===== config.mk =====
export PLATFORM = sky130hd
export DESIGN_NAME = packed_12bit_sample_file_decoder_flat
export DESIGN_NICKNAME = d
export VERILOG_FILES = /design/src/rtl/pk12_pkg.sv /design/src/rtl/pk12_byte_if.sv /design/src/rtl/pk12_res_if.sv /design/src/rtl/pk12_parse.sv /design/src/rtl/pk12_out_fifo.sv /design/src/rtl/packed_12bit_sample_file_decoder.sv /design/src/flat_wrapper.sv
export SDC_FILE = /design/constraint.sdc
export NUM_CORES = 1
export LEC_CHECK = 0
export CORE_UTILIZATION = 64
export CTS_BUF_LIST = sky130_fd_sc_hd__clkbuf_16
export CTS_CLUSTER_SIZE = 25
export DETAILED_ROUTE_END_ITERATION = 10
export DONT_BUFFER_PORTS = 1
export GPL_TIMING_DRIVEN = 0
export PLACE_DENSITY = 0.8
export SYNTH_ARGS = -nofsm -noshare
export SYNTH_HDL_FRONTEND = slang
export SYNTH_SLANG_ARGS = --single-unit

===== constraint.sdc =====
create_clock -name clk_i -period 9.4 [get_ports clk_i]
set_input_delay 0.47 -clock clk_i [delete_from_list [all_inputs] [get_ports clk_i]]
set_output_delay 0.47 -clock clk_i [all_outputs]
set_load 0.02 [all_outputs]

===== src/rtl/pk12_pkg.sv =====
package pk12_pkg;

  localparam int unsigned HdrLen    = 32;
  localparam int unsigned StoreBase = 22;
  localparam int unsigned StoreEnd  = 30;
  localparam int unsigned MagicLen  = 6;

  localparam logic [1:0] KIND_HEADER = 2'd0;
  localparam logic [1:0] KIND_SAMPLE = 2'd1;
  localparam logic [1:0] KIND_DONE   = 2'd2;
  localparam logic [1:0] KIND_ERROR  = 2'd3;

  localparam logic [1:0] ERR_TRUNCATED = 2'd0;
  localparam logic [1:0] ERR_BAD_MAGIC = 2'd1;
  localparam logic [1:0] ERR_LOOP_MODE = 2'd2;

  localparam logic [1:0] SRC_CODE    = 2'd0;
  localparam logic [1:0] SRC_MARKERS = 2'd1;
  localparam logic [1:0] SRC_DEFAULT = 2'd2;

  localparam logic [7:0] LOOP_ON  = 8'h49;
  localparam logic [7:0] LOOP_OFF = 8'hc9;

  localparam logic [7:0] RATE_CODE_33K = 8'h01;
  localparam logic [7:0] RATE_CODE_50K = 8'h02;
  localparam logic [7:0] RATE_CODE_16K = 8'h03;

  localparam logic [7:0] MARK_MASK   = 8'hfe;
  localparam logic [7:0] MARK_A_33K  = 8'h06;
  localparam logic [7:0] MARK_R_33K  = 8'h52;
  localparam logic [7:0] MARK_A_50K  = 8'h10;
  localparam logic [7:0] MARK_R_50K  = 8'h00;
  localparam logic [7:0] MARK_A_16K  = 8'hf6;
  localparam logic [7:0] MARK_R_16K  = 8'h52;

  localparam logic [15:0] HZ_33K = 16'd33333;
  localparam logic [15:0] HZ_50K = 16'd50000;
  localparam logic [15:0] HZ_16K = 16'd16667;

  typedef struct packed {
    logic [1:0]         kind;
    logic signed [15:0] sample;
    logic [15:0]        rate_hz;
    logic [1:0]         rate_source;
    logic               looped;
    logic [16:0]        attack_len;
    logic [16:0]        repeat_len;
    logic [1:0]         error_code;
    logic               end_of_run;
  } res_t;

  typedef struct packed {
    logic v0;
    logic v1;
  } push_t;

  function automatic logic [7:0] magic_byte(logic [2:0] idx);
    logic [7:0] b;
    case (idx)
      3'd0:    b = 8'h4c;
      3'd1:    b = 8'h4d;
      3'd2:    b = 8'h38;
      3'd3:    b = 8'h39;
      3'd4:    b = 8'h35;
      3'd5:    b = 8'h33;
      default: b = 8'h00;
    endcase
    return b;
  endfunction

  function automatic res_t mk_error(logic [1:0] code);
    res_t r;
    r            = '0;
    r.kind       = KIND_ERROR;
    r.error_code = code;
    r.end_of_run = 1'b1;
    return r;
  endfunction

  function automatic res_t mk_done();
    res_t r;
    r            = '0;
    r.kind       = KIND_DONE;
    r.end_of_run = 1'b1;
    return r;
  endfunction

  // sign-extend 12 bits, times 16
  function automatic res_t mk_sample(logic [11:0] packed12);
    res_t r;
    r        = '0;
    r.kind   = KIND_SAMPLE;
    r.sample = {packed12, 4'b0000};
    return r;
  endfunction

endpackage


===== src/rtl/pk12_byte_if.sv =====
interface pk12_byte_if;
  logic       valid;
  logic       ready;
  logic [7:0] data_byte;
  logic       last_byte;

  modport source (output valid, output data_byte, output last_byte, input ready);
  modport sink (input valid, input data_byte, input last_byte, output ready);
endinterface


===== src/rtl/pk12_res_if.sv =====
interface pk12_res_if;
  logic               valid;
  logic               ready;
  logic [1:0]         kind;
  logic signed [15:0] sample;
  logic [15:0]        rate_hz;
  logic [1:0]         rate_source;
  logic               looped;
  logic [16:0]        attack_len;
  logic [16:0]        repeat_len;
  logic [1:0]         error_code;
  logic               end_of_run;

  modport source (output valid, output kind, output sample, output rate_hz,
                  output rate_source, output looped, output attack_len,
                  output repeat_len, output error_code, output end_of_run,
                  input ready);
  modport sink (input valid, input kind, input sample, input rate_hz,
                input rate_source, input looped, input attack_len,
                input repeat_len, input error_code, input end_of_run,
                output ready);
endinterface


===== src/rtl/pk12_parse.sv =====
module pk12_parse
  import pk12_pkg::*;
(
  input  logic       clk_i,
  input  logic       rst_ni,
  input  logic       fire_i,
  input  logic [7:0] data_i,
  input  logic       last_i,
  output push_t      push_o,
  output res_t       res0_o,
  output res_t       res1_o
);

  localparam logic [1:0] PH_FIRST  = 2'd0;
  localparam logic [1:0] PH_MIDDLE = 2'd1;
  localparam logic [1:0] PH_SECOND = 2'd2;

  localparam logic [5:0] POS_MAGIC_END = 6'(MagicLen);
  localparam logic [5:0] POS_BASE      = 6'(StoreBase);
  localparam logic [5:0] POS_STORE_END = 6'(StoreEnd);
  localparam logic [5:0] POS_LAST_HDR  = 6'(HdrLen - 1);
  localparam logic [5:0] POS_PAYLOAD   = 6'(HdrLen);

  logic [5:0]  pos_q, pos_d;
  logic        magic_q, magic_d;
  logic [7:0]  store_q [8];
  logic [7:0]  store_d [8];
  logic [1:0]  phase_q, phase_d;
  logic [7:0]  first_q, first_d;
  logic [7:0]  mid_q, mid_d;
  logic [17:0] frames_q, frames_d;
  logic        skip_q, skip_d;

  logic [16:0] attack;
  logic [16:0] repeat_n;
  logic [17:0] total;
  logic [5:0]  off;
  logic [7:0]  mark_a;
  logic [7:0]  mark_r;
  logic        emit;
  logic [17:0] frames_nx;
  logic        ended;
  logic        clear;
  res_t        hdr;
  res_t        r0, r1;
  logic        v0, v1;

  assign attack   = {store_q[4][0], store_q[3], store_q[2]};
  assign repeat_n = {store_q[7][0], store_q[6], store_q[5]};
  assign total    = {1'b0, attack} + {1'b0, repeat_n};
  assign off      = pos_q - POS_BASE;
  assign mark_a   = store_q[4] & MARK_MASK;
  assign mark_r   = store_q[7] & MARK_MASK;

  always_comb begin
    hdr            = '0;
    hdr.kind       = KIND_HEADER;
    hdr.looped     = (store_q[0] == LOOP_ON);
    hdr.attack_len = attack;
    hdr.repeat_len = repeat_n;
    if (store_q[1] == RATE_CODE_33K) begin
      hdr.rate_hz = HZ_33K; hdr.rate_source = SRC_CODE;
    end else if (store_q[1] == RATE_CODE_50K) begin
      hdr.rate_hz = HZ_50K; hdr.rate_source = SRC_CODE;
    end else if (store_q[1] == RATE_CODE_16K) begin
      hdr.rate_hz = HZ_16K; hdr.rate_source = SRC_CODE;
    end else if (mark_a == MARK_A_33K && mark_r == MARK_R_33K) begin
      hdr.rate_hz = HZ_33K; hdr.rate_source = SRC_MARKERS;
    end else if (mark_a == MARK_A_50K && mark_r == MARK_R_50K) begin
      hdr.rate_hz = HZ_50K; hdr.rate_source = SRC_MARKERS;
    end else if (mark_a == MARK_A_16K && mark_r == MARK_R_16K) begin
      hdr.rate_hz = HZ_16K; hdr.rate_source = SRC_MARKERS;
    end else begin
      hdr.rate_hz = HZ_33K; hdr.rate_source = SRC_DEFAULT;
    end
  end

  always_comb begin
    pos_d     = pos_q;
    magic_d   = magic_q;
    store_d   = store_q;
    phase_d   = phase_q;
    first_d   = first_q;
    mid_d     = mid_q;
    frames_d  = frames_q;
    skip_d    = skip_q;
    r0        = '0;
    r1        = '0;
    v0        = 1'b0;
    v1        = 1'b0;
    ended     = 1'b0;
    clear     = 1'b0;
    emit      = 1'b0;
    frames_nx = frames_q;
    if (fire_i) begin
      if (skip_q) begin
        clear = last_i;
      end else if (pos_q != POS_PAYLOAD) begin
        if (pos_q < POS_MAGIC_END && data_i != magic_byte(pos_q[2:0])) begin
          magic_d = 1'b0;
        end
        if (pos_q >= POS_BASE && pos_q < POS_STORE_END) begin
          store_d[off[2:0]] = data_i;
        end
        if (pos_q != POS_LAST_HDR) begin
          pos_d = pos_q + 6'd1;
          if (last_i) begin
            r0 = mk_error(ERR_TRUNCATED); v0 = 1'b1; ended = 1'b1;
          end
        end else if (!magic_q) begin
          r0 = mk_error(ERR_BAD_MAGIC); v0 = 1'b1; ended = 1'b1;
        end else if (store_q[0] != LOOP_ON && store_q[0] != LOOP_OFF) begin
          r0 = mk_error(ERR_LOOP_MODE); v0 = 1'b1; ended = 1'b1;
        end else begin
          r0    = hdr;
          v0    = 1'b1;
          pos_d = POS_PAYLOAD;
          if (total == '0) begin
            r1 = mk_done(); v1 = 1'b1; ended = 1'b1;
          end else if (last_i) begin
            r1 = mk_error(ERR_TRUNCATED); v1 = 1'b1; ended = 1'b1;
          end
        end
      end else begin
        case (phase_q)
          PH_FIRST: begin
            first_d = data_i;
            phase_d = PH_MIDDLE;
          end
          PH_MIDDLE: begin
            mid_d    = data_i;
            r0       = mk_sample({first_q, data_i[7:4]});
            v0       = 1'b1;
            frames_d = frames_q + 18'd1;
            phase_d  = PH_SECOND;
          end
          default: begin
            emit      = (frames_q < total);
            frames_nx = frames_q + {17'd0, emit};
            frames_d  = frames_nx;
            phase_d   = PH_FIRST;
            if (emit) begin
              r0 = mk_sample({data_i, mid_q[3:0]});
              v0 = 1'b1;
            end
            if (frames_nx >= total) begin
              ended = 1'b1;
              if (emit) begin
                r1 = mk_done(); v1 = 1'b1;
              end else begin
                r0 = mk_done(); v0 = 1'b1;
              end
            end
          end
        endcase
        if (!ended && last_i) begin
          ended = 1'b1;
          if (v0) begin
            r1 = mk_error(ERR_TRUNCATED); v1 = 1'b1;
          end else begin
            r0 = mk_error(ERR_TRUNCATED); v0 = 1'b1;
          end
        end
      end
      if (ended) begin
        if (last_i) clear = 1'b1;
        else        skip_d = 1'b1;
      end
      if (clear) begin
        pos_d    = '0;
        magic_d  = 1'b1;
        store_d  = '{default: 8'h00};
        phase_d  = PH_FIRST;
        first_d  = '0;
        mid_d    = '0;
        frames_d = '0;
        skip_d   = 1'b0;
      end
    end
  end

  always_ff @(posedge clk_i or negedge rst_ni) begin
    if (!rst_ni) begin
      pos_q    <= '0;
      magic_q  <= 1'b1;
      store_q  <= '{default: 8'h00};
      phase_q  <= PH_FIRST;
      first_q  <= '0;
      mid_q    <= '0;
      frames_q <= '0;
      skip_q   <= 1'b0;
    end else begin
      pos_q    <= pos_d;
      magic_q  <= magic_d;
      store_q  <= store_d;
      phase_q  <= phase_d;
      first_q  <= first_d;
      mid_q    <= mid_d;
      frames_q <= frames_d;
      skip_q   <= skip_d;
    end
  end

  assign push_o.v0 = v0;
  assign push_o.v1 = v1;
  assign res0_o    = r0;
  assign res1_o    = r1;

endmodule


===== src/rtl/pk12_out_fifo.sv =====
module pk12_out_fifo
  import pk12_pkg::*;
(
  input  logic  clk_i,
  input  logic  rst_ni,
  input  push_t push_i,
  input  res_t  res0_i,
  input  res_t  res1_i,
  input  logic  pop_i,
  output logic  room2_o,
  output logic  valid_o,
  output res_t  res_o
);

  res_t       mem_q [4];
  logic [1:0] wr_q, wr_d;
  logic [1:0] rd_q, rd_d;
  logic [2:0] cnt_q, cnt_d;
  logic       pop;
  logic [1:0] n_push;

  assign valid_o = (cnt_q != 3'd0);
  assign room2_o = (cnt_q <= 3'd2);
  assign res_o   = mem_q[rd_q];
  assign pop     = pop_i && valid_o;
  assign n_push  = {1'b0, push_i.v0} + {1'b0, push_i.v1};

  always_comb begin
    wr_d  = wr_q + n_push;
    rd_d  = rd_q + {1'b0, pop};
    cnt_d = cnt_q + {1'b0, n_push} - {2'b00, pop};
  end

  always_ff @(posedge clk_i) begin
    if (push_i.v0) mem_q[wr_q] <= res0_i;
    if (push_i.v1) mem_q[wr_q + 2'd1] <= res1_i;
  end

  always_ff @(posedge clk_i or negedge rst_ni) begin
    if (!rst_ni) begin
      wr_q  <= '0;
      rd_q  <= '0;
      cnt_q <= '0;
    end else begin
      wr_q  <= wr_d;
      rd_q  <= rd_d;
      cnt_q <= cnt_d;
    end
  end

endmodule


===== src/rtl/packed_12bit_sample_file_decoder.sv =====
// Channel   Dir   Word
// byte_i    in    data_byte, last_byte
// res_o     out   kind, sample, rate_hz, rate_source, looped,
//                 attack_len, repeat_len, error_code, end_of_run
//
// One byte per cycle while byte_i.ready is high; each byte is decoded in the
// cycle it is taken and its zero, one or two result words land in a
// four-entry output queue. A result word is registered in the queue before
// it is offered; a byte that yields two words writes both in the same cycle.
// byte_i.ready drops while the queue holds three or more words.
// Reset (async, active low) empties the queue and returns the header parser
// to the start of a file.
module packed_12bit_sample_file_decoder
  import pk12_pkg::*;
(
  input  logic        clk_i,
  input  logic        rst_ni,
  pk12_byte_if.sink   byte_i,
  pk12_res_if.source  res_o
);

  logic  fire;
  logic  room2;
  logic  q_valid;
  push_t push;
  res_t  res0;
  res_t  res1;
  res_t  head;

  assign byte_i.ready = room2;
  assign fire         = byte_i.valid && room2;

  pk12_parse u_parse (
    .clk_i  (clk_i),
    .rst_ni (rst_ni),
    .fire_i (fire),
    .data_i (byte_i.data_byte),
    .last_i (byte_i.last_byte),
    .push_o (push),
    .res0_o (res0),
    .res1_o (res1)
  );

  pk12_out_fifo u_out_fifo (
    .clk_i   (clk_i),
    .rst_ni  (rst_ni),
    .push_i  (push),
    .res0_i  (res0),
    .res1_i  (res1),
    .pop_i   (res_o.ready),
    .room2_o (room2),
    .valid_o (q_valid),
    .res_o   (head)
  );

  assign res_o.valid       = q_valid;
  assign res_o.kind        = head.kind;
  assign res_o.sample      = head.sample;
  assign res_o.rate_hz     = head.rate_hz;
  assign res_o.rate_source = head.rate_source;
  assign res_o.looped      = head.looped;
  assign res_o.attack_len  = head.attack_len;
  assign res_o.repeat_len  = head.repeat_len;
  assign res_o.error_code  = head.error_code;
  assign res_o.end_of_run  = head.end_of_run;

endmodule


===== src/flat_wrapper.sv =====
// flat-port wrapper written by rule: the top's interface ports become plain ports
module packed_12bit_sample_file_decoder_flat import pk12_pkg::*;
  (clk_i, rst_ni, byte_i_valid, byte_i_data_byte, byte_i_last_byte, byte_i_ready, res_o_valid, res_o_kind, res_o_sample, res_o_rate_hz, res_o_rate_source, res_o_looped, res_o_attack_len, res_o_repeat_len, res_o_error_code, res_o_end_of_run, res_o_ready);
  pk12_byte_if byte_i_i ();
  pk12_res_if res_o_i ();
  input  logic clk_i;
  input  logic rst_ni;
  input wire logic [$bits(byte_i_i.valid)-1:0] byte_i_valid;
  input wire logic [$bits(byte_i_i.data_byte)-1:0] byte_i_data_byte;
  input wire logic [$bits(byte_i_i.last_byte)-1:0] byte_i_last_byte;
  output wire logic [$bits(byte_i_i.ready)-1:0] byte_i_ready;
  output wire logic [$bits(res_o_i.valid)-1:0] res_o_valid;
  output wire logic [$bits(res_o_i.kind)-1:0] res_o_kind;
  output wire logic [$bits(res_o_i.sample)-1:0] res_o_sample;
  output wire logic [$bits(res_o_i.rate_hz)-1:0] res_o_rate_hz;
  output wire logic [$bits(res_o_i.rate_source)-1:0] res_o_rate_source;
  output wire logic [$bits(res_o_i.looped)-1:0] res_o_looped;
  output wire logic [$bits(res_o_i.attack_len)-1:0] res_o_attack_len;
  output wire logic [$bits(res_o_i.repeat_len)-1:0] res_o_repeat_len;
  output wire logic [$bits(res_o_i.error_code)-1:0] res_o_error_code;
  output wire logic [$bits(res_o_i.end_of_run)-1:0] res_o_end_of_run;
  input wire logic [$bits(res_o_i.ready)-1:0] res_o_ready;
  assign byte_i_i.valid = byte_i_valid;
  assign byte_i_i.data_byte = byte_i_data_byte;
  assign byte_i_i.last_byte = byte_i_last_byte;
  assign byte_i_ready = byte_i_i.ready;
  assign res_o_valid = res_o_i.valid;
  assign res_o_kind = res_o_i.kind;
  assign res_o_sample = res_o_i.sample;
  assign res_o_rate_hz = res_o_i.rate_hz;
  assign res_o_rate_source = res_o_i.rate_source;
  assign res_o_looped = res_o_i.looped;
  assign res_o_attack_len = res_o_i.attack_len;
  assign res_o_repeat_len = res_o_i.repeat_len;
  assign res_o_error_code = res_o_i.error_code;
  assign res_o_end_of_run = res_o_i.end_of_run;
  assign res_o_i.ready = res_o_ready;
  packed_12bit_sample_file_decoder u_core (.clk_i(clk_i), .rst_ni(rst_ni), .byte_i(byte_i_i), .res_o(res_o_i));
endmodule

==> results of run 1 <==
## area by class of cell
type	instances	share of cell area, %
clock inverters	28	0.679
inverters	37	0.698
repair buffers	6	0.340
clock buffers	40	5.03
well taps	378	2.38
flip-flops and latches	351	38.5
plain buffers	127	3.37
multi-input cells	1363	49.0
## cell usage in the layout, fill, tap and decap left out, drive strengths merged, types with 32 or more instances in the layout
cell	n
o21ai	128
nor2	293
ha	61
mux2i	199
dfrtp	110
inv	49
nor3	92
and2	32
mux4	60
a21oi	43
clkbuf	103
nand2	154
buf	69
dfxtp	232
## timing repair
item / CTS / global route
hold buffers: 2 / 0
setup buffers: 0 / 4
endpoints found under the setup margin: 0 / 54
endpoints found under the hold margin: 111 / 0
gates resized for setup: 0 / 2
## worst paths after layout
kind / from / end / cells past startpoint / slack [ns]
setup / recovery: u_core.u_parse.attack[0] / u_core.u_out_fifo.cnt_q[2] / 35 / 0.45
hold / removal: byte_i_data_byte[7] / u_core.u_parse.first_q[7] / 2 / 0.15
setup reg to reg: u_core.u_parse.attack[0] / u_core.u_out_fifo.cnt_q[2] / 35 / 0.45
hold reg to reg: u_core.u_parse.store_q[59] / u_core.u_parse.store_q[59] / 2 / 0.47
max in group asynchronous: rst_ni / u_core.u_out_fifo.rd_q[1] / 2 / 8.42
min in group asynchronous: rst_ni / u_core.u_parse.frames_q[8] / 2 / 0.47
## flip-flops by register name (all words and copies together), names as in the netlist, 7 cells and up
| name | count |
|---|---|
| u_core.u_parse.store_q | 16 |
| u_core.u_parse.frames_q | 18 |
| u_core.u_parse.first_q | 8 |
| u_core.u_parse.mark_r | 7 |
| u_core.u_parse.hdr | 17 |
| u_core.u_parse.attack | 17 |
| u_core.u_out_fifo.mem_q | 240 |
| u_core.u_parse.mark_a | 7 |
## power groups by stage
stage	combinational [W]	sequential [W]	clock, W
finish	0.00124	0.00174	0.00138
global route	0.00134	0.00175	0.00145
CTS	0.00122	0.00174	0.00139
detailed placement	0.00120	0.00177	0
global placement	0.00117	0.00176	0
floorplan	0.000954	0.00173	0
## critical path, delay by kind of cell (launching register included)
family,cells,cell delay [ns]
AOI/OAI and AO/OA,16,3.78
adders and majority gates,8,2.55
DFF,1,0.41
buffers and inverters,1,0.12
xor gates and xnor gates,3,0.50
and+or+nand+nor,7,1.44
## layer usage
layer / up-vias / GRT usage, % / routed length, um
li1: 6741 / - / -
met1: 7205 / 44.5 / 20500
met2: 692 / 57.5 / 23600
met3: 146 / 5.74 / 3730
met4: 0 / 14.2 / 1860
met5: - / 0 / 0
## kinds of logic (layout without fill, tap and decap cells)
family                   count (synthesis)  in the layout  synth area share, %
AO/OA/AOI/OAI                          300            300                 10.9
other                                    1              9               0.0206
adder cells (fa/ha/maj)                 63             63                 4.42
XOR/XNOR                                39             39                 1.88
multiplexers                           260            260                 18.4
AND/OR/NAND/NOR                        692            692                 17.8
buffers and inverters                  165            238                 4.48
flip-flops                             351            351                 42.1
## per-stage QoR
stage,instances,setup WS (ns)
2_1_floorplan,1879,1.27
3_3_place_gp,2257,0.328
3_5_place_dp,2257,0.247
4_1_cts,2327,0.145
5_1_grt,2330,0.0647
6_report,2330,0.448
==> flow_summary_export.csv, run 1 <==
group,metric,value,unit
timing,period_minus_slack,8.95,ns
power,seqPwrFrac,39.9,%
layout,finalInstanceArea,0.0199,mm^2
timing,total_negative_setup_slacks,0,ns
logic_synthesis,async_reset_ff_share,31.6,%
logic_synthesis,ys.flop_type,"sky130_fd_sc_hd__dfxtp_1",
die,ios,89,
power,pwr_density_cell,219,mW/mm^2
detailed_routing,initialDrtViolationCount,1583,
clock_tree,ctsRootBufferMaster,"sky130_fd_sc_hd__clkbuf_16",
logic_synthesis,synth_area_leaders,"sky130_fd_sc_hd__dfxtp_1, sky130_fd_sc_hd__dfrtp_1, sky130_fd_sc_hd__mux2i_1",
timing,final.period_utilization,95.2,%
worst_setup_path,path_class,"reg -> reg",
power,power.total,0.00436,W
timing,relSlewSlack,31.6,%
clock_tree,insertion_delay,0.54,ns
clock_tree,worst_setup_hold_path_clk_slew,0.06,ns
clock_tree,tritoncts.num_buffers,38,
global_route,global_route.usage.total,34.5,%
die,floorplan.initialDensity,65.3,%
layout,fillers,2027,
logic_synthesis,synth_seq_area_share,42.1,%
logic_synthesis,netlist_top_cells_count,"sky130_fd_sc_hd__nor2_1, sky130_fd_sc_hd__dfxtp_1, sky130_fd_sc_hd__mux2i_1",
timing,fin_hold_ws,0.145,ns
logic_synthesis,synth_top_cell_by_area,"sky130_fd_sc_hd__dfxtp_1",
logic_synthesis,yosys_warnings,0,
global_route,grt_pass1_wl,78100,um
timing,setup_repair_after_global_routing_missed_its_margin,"false",
timing,final-hold-violation-count,0,
logic_synthesis,synth_area_per_cell,9.72,um^2
die,core_region_area,0.0279,mm^2
timing,tightestPinTransition,1.03,ns
power,peakVddDrop,0.195,mV
timing,finalSetupViolations,0,
logic_synthesis,synth_most_common_cell,"sky130_fd_sc_hd__nor2_1",
logic_synthesis,yosys.area.top_type_share,25.5,%
detailed_routing,drt_drc_violations_left,0,
flow_run,maxCapViolations,0,
worst_setup_path,end_kind,"flop",
layout,multiInputGateArea,0.00975,mm^2
clock_tree,clock_tree.htree_level_count,2,
die,floorplan.die.width,171,um
power,power.static_leakage,8.06,nW
detailed_routing,first_pass_iteration_count_of_the_detailed_router,5,
global_route,antenna_found_initial,0,
worst_setup_path,cp_common_cell,"sky130_fd_sc_hd__ha_1",
global_route,globalRouteOverflowTotal,0,
layout,sequential_cell_area,0.00766,mm^2
layout,layout-drive-gt1-share,11.4,%
layout,final_core_utilization,71.4,%
power,power_frac_clock,31.7,%
timing,max_freq,112,MHz
worst_setup_path,crit_slowest_cell,"sky130_fd_sc_hd__fa_1",
power,power.combinational.fraction,28.5,%
detailed_routing,via_density_per_instance,6.35,
global_route,first_global_vias,14692,
detailed_routing,dr_total_vias,14784,
logic_synthesis,synth_seq_cells,351,
logic_synthesis,syn-instance-count,1871,
power,switching_share,33.9,%
layout,flow.area_growth_from_synthesis,9.40,%
power,power.net_switching,0.00148,W
clock_tree,clkSinkCount,351,
status,run_status,"finished clean",
hold_path,hold_path_class,"in -> reg",
placement,buffer_ports.inserted,0,
detailed_routing,ant_nets,0,
detailed_routing,detail_route.wl_per_cell,21.3,um
detailed_routing,routed_wirelength,49700,um
global_route,grt_max_degree,112,
timing,slew_violations,0,
layout,design.final.nets,2000,
logic_synthesis,post_synth_instance_area,0.0182,mm^2
worst_setup_path,critical_path.startpoint_type,"flop",
clock_tree,number_of_buffers_between_clock_root_and_the_deepest_sink,3,
logic_synthesis,synth_enable_flop_cells,8,
worst_setup_path,worst_ep_required_time,9.81,ns
clock_tree,cts_tree,"done",
layout,n_antenna_cell,0,
power,power.internal,0.00288,W
placement,dpl-instance-area,0.0187,mm^2
worst_setup_path,crit_fanout,7,
logic_synthesis,ys_types,85,
die,die_y,171,um
placement,gp_congestion,0.947,
timing,final.setup_skew,0.0212,ns
worst_setup_path,cp_data_arrival_time,9.36,ns
placement,hpwl_after_dpl,35400,um
worst_setup_path,worst_path_largest_cell_delay,0.49,ns
die,fp.dieArea,0.0291,mm^2
die,placement_rows,61,
No activity file was read; power rests on OpenSTA's default activity.
==> inputs of run 2 (changes only) <==
CORE_MARGIN = 2   (was default)
CTS_CLUSTER_DIAMETER = 50   (was default)
==> run 2 against run 1 <==
Count of clock-buffer cells in the layout down 9. First-iteration DRC count grew 3.8%. Flip-flop and latch count unchanged. Die area increased by 2.4%. Register-to-register slack gained 0.07 ns. Sequential share of layout area up 0.058 points. Routed wire length fell by 1.3%. Non-clock buffer count shrank 1. Utilization shrank 0.11 points. Critical path type unchanged. Largest power group unchanged.
==> flow_summary_export.csv, run 2 (synthesis results as in run 1) <==
group,metric,value,unit
status,run_status,"finished clean",
global_route,grt_max_degree,112,
timing,final.setup_skew,0.0284,ns
detailed_routing,routed_wirelength,49000,um
timing,relSlewSlack,31.5,%
placement,buffer_ports.inserted,0,
hold_path,timing.hold.worst_path_depth,2,
power,pwr_density_cell,218,mW/mm^2
die,floorplan.die.width,173,um
clock_tree,clock_tree.htree_level_count,1,
global_route,first_global_vias,14572,
worst_setup_path,crit_fanout,10,
die,die_y,173,um
layout,largest_register_ff_count,240,
timing,total_negative_setup_slacks,0,ns
die,ios,89,
timing,slew_violations,0,
worst_setup_path,end_kind,"flop",
layout,layout-drive-gt1-share,11.8,%
detailed_routing,drt_drc_violations_left,0,
clock_tree,worst_setup_hold_path_clk_slew,0.08,ns
clock_tree,number_of_buffers_between_clock_root_and_the_deepest_sink,3,
hold_path,min-delay-start,"byte_i_data_byte[7]",
timing,layout_setup_ws,0.516,ns
layout,layout.cells.most_common_list,"sky130_fd_sc_hd__nor2_1, sky130_fd_sc_hd__dfxtp_1, sky130_fd_sc_hd__mux2i_1",
timing,final.period_utilization,94.5,%
worst_setup_path,ff2ff_path_depth,36,
hold_path,hold_path_class,"in -> reg",
layout,n_antenna_cell,0,
clock_tree,ctsRootBufferMaster,"sky130_fd_sc_hd__clkbuf_16",
detailed_routing,ant_nets,0,
worst_setup_path,critical_path.startpoint_type,"flop",
worst_setup_path,cp_common_cell,"sky130_fd_sc_hd__ha_1",
die,fp.dieArea,0.0298,mm^2
power,power.static_leakage,7.99,nW
timing,final-hold-violation-count,0,
clock_tree,insertion_delay,0.60,ns
timing,tightestPinTransition,1.03,ns
timing,setup_repair_after_global_routing_missed_its_margin,"false",
global_route,globalRouteOverflowTotal,0,
worst_setup_path,cp_data_arrival_time,9.39,ns
detailed_routing,detail_route.wl_per_cell,21.2,um
global_route,grt_pass1_wl,77900,um
layout,top_regs,"u_core.u_out_fifo.mem_q (240), u_core.u_parse.frames_q (18)",
worst_setup_path,crit_slowest_cell,"sky130_fd_sc_hd__fa_2",
die,core_region_area,0.0279,mm^2
die,floorplan.initialDensity,65.3,%
global_route,global_route.usage.total,32.3,%
clock_tree,clkSinkCount,351,
die,placement_rows,61,
flow_run,maxCapViolations,0,
hold_path,worst_hold_path.endpoint,"u_core.u_parse.first_q[7]",
worst_setup_path,launch_point_of_the_worst_reg_to_reg_path,"u_core.u_parse.attack[0]",
layout,fillers,1994,
timing,finalSetupViolations,0,
worst_setup_path,r2r-end,"u_core.u_out_fifo.cnt_q[2]",
detailed_routing,via_density_per_instance,6.42,
layout,layout_commonest_cell,"sky130_fd_sc_hd__nor2_1",
detailed_routing,first_pass_iteration_count_of_the_detailed_router,6,
detailed_routing,dr_total_vias,14873,
clock_tree,tritoncts.num_buffers,30,
timing,max_freq,113,MHz
worst_setup_path,worst_path_largest_cell_delay,0.44,ns
detailed_routing,initialDrtViolationCount,1643,
placement,hpwl_after_dpl,35200,um
worst_setup_path,path_class,"reg -> reg",
clock_tree,cts_tree,"done",
worst_setup_path,worst-r2r-setup-slack,0.52,ns
global_route,antenna_found_initial,1,
timing,period_minus_slack,8.88,ns
layout,flow.area_growth_from_synthesis,9.23,%
layout,design.final.nets,1991,
placement,dp_worst_setup_slack,0.195,ns
placement,gp_congestion,0.918,
worst_setup_path,worst_ep_required_time,9.91,ns
layout,largest-register,"u_core.u_out_fifo.mem_q",
power,peakVddDrop,0.183,mV
run 2: layout make-up:
| type | instances | area (um^2) | area share, % |
|---|---|---|---|
| plain buffers | 128 | 678 | 3.41 |
| inverters | 37 | 139 | 0.699 |
| well taps | 378 | 473 | 2.38 |
| repair buffers | 4 | 52.6 | 0.265 |
| flip-flops and latches | 351 | 7660 | 38.6 |
| multi-input cells | 1363 | 9760 | 49.1 |
| clock inverters | 25 | 327 | 1.64 |
| clock buffers | 31 | 776 | 3.90 |
run 2: routing by layer:
layer,up-vias,GRT usage (%),part of all wire (%)
li1,6733,-,-
met1,7310,42.9,41
met2,706,54.4,48
met3,124,4.57,7.3
met4,0,11.5,3.5
met5,-,0,0
run 2: report_power, final:
part / internal (W) / switching, W / total [W]
Clock: 0.000680 / 0.000668 / 0.00135
Sequential: 0.00164 / 0.0000946 / 0.00173
Combinational: 0.000473 / 0.000771 / 0.00124
run 2: worst max path at each step:
stage                              from                          to  slack (ns)  depth (start not counted)
6_report       u_core.u_parse.attack[0]  u_core.u_out_fifo.cnt_q[2]        0.52                         36
5_1_grt        u_core.u_parse.attack[0]  u_core.u_out_fifo.cnt_q[2]        0.07                         36
4_1_cts        u_core.u_parse.attack[0]  u_core.u_out_fifo.cnt_q[2]        0.11                         36
3_5_place_dp   u_core.u_parse.attack[0]  u_core.u_out_fifo.cnt_q[2]        0.20                         36
3_3_place_gp   u_core.u_parse.attack[0]  u_core.u_out_fifo.cnt_q[2]        0.32                         36
2_1_floorplan  u_core.u_parse.attack[0]  u_core.u_out_fifo.cnt_q[2]        1.27                         36
run 2: metrics by stage:
stage | std cells | instance area, um^2 | hold slack, ns | power (W) | util (%)
final | 2317 | 19900 | 0.102 | 0.00433 | 71.3
after detailed placement | 2257 | 18700 | 0.177 | 0.00297 | 67.1
after CTS | 2315 | 19800 | 0.0917 | 0.00431 | 71.2
after floorplan | 1879 | 18200 | 0.174 | 0.00269 | -
after global routing | 2317 | 19900 | 0.120 | 0.00451 | 71.3
after global placement | 2257 | 18700 | 0.178 | 0.00293 | 67.1
run 2: critical path: cells and delay by family, from the launching register on:
kind,cells,cell delay (ns)
compound gates,15,3.58
fa+ha+maj,8,2.50
simple gates,6,1.20
buf+inv,4,0.57
flops,1,0.41
xor+xnor,3,0.55
run 2: what timing repair did:
item,CTS,global route
hold buffers,2,0
resized for setup,0,6
endpoints found under the setup margin,0,169
endpoints found under the hold margin,111,0
setup buffers,0,2
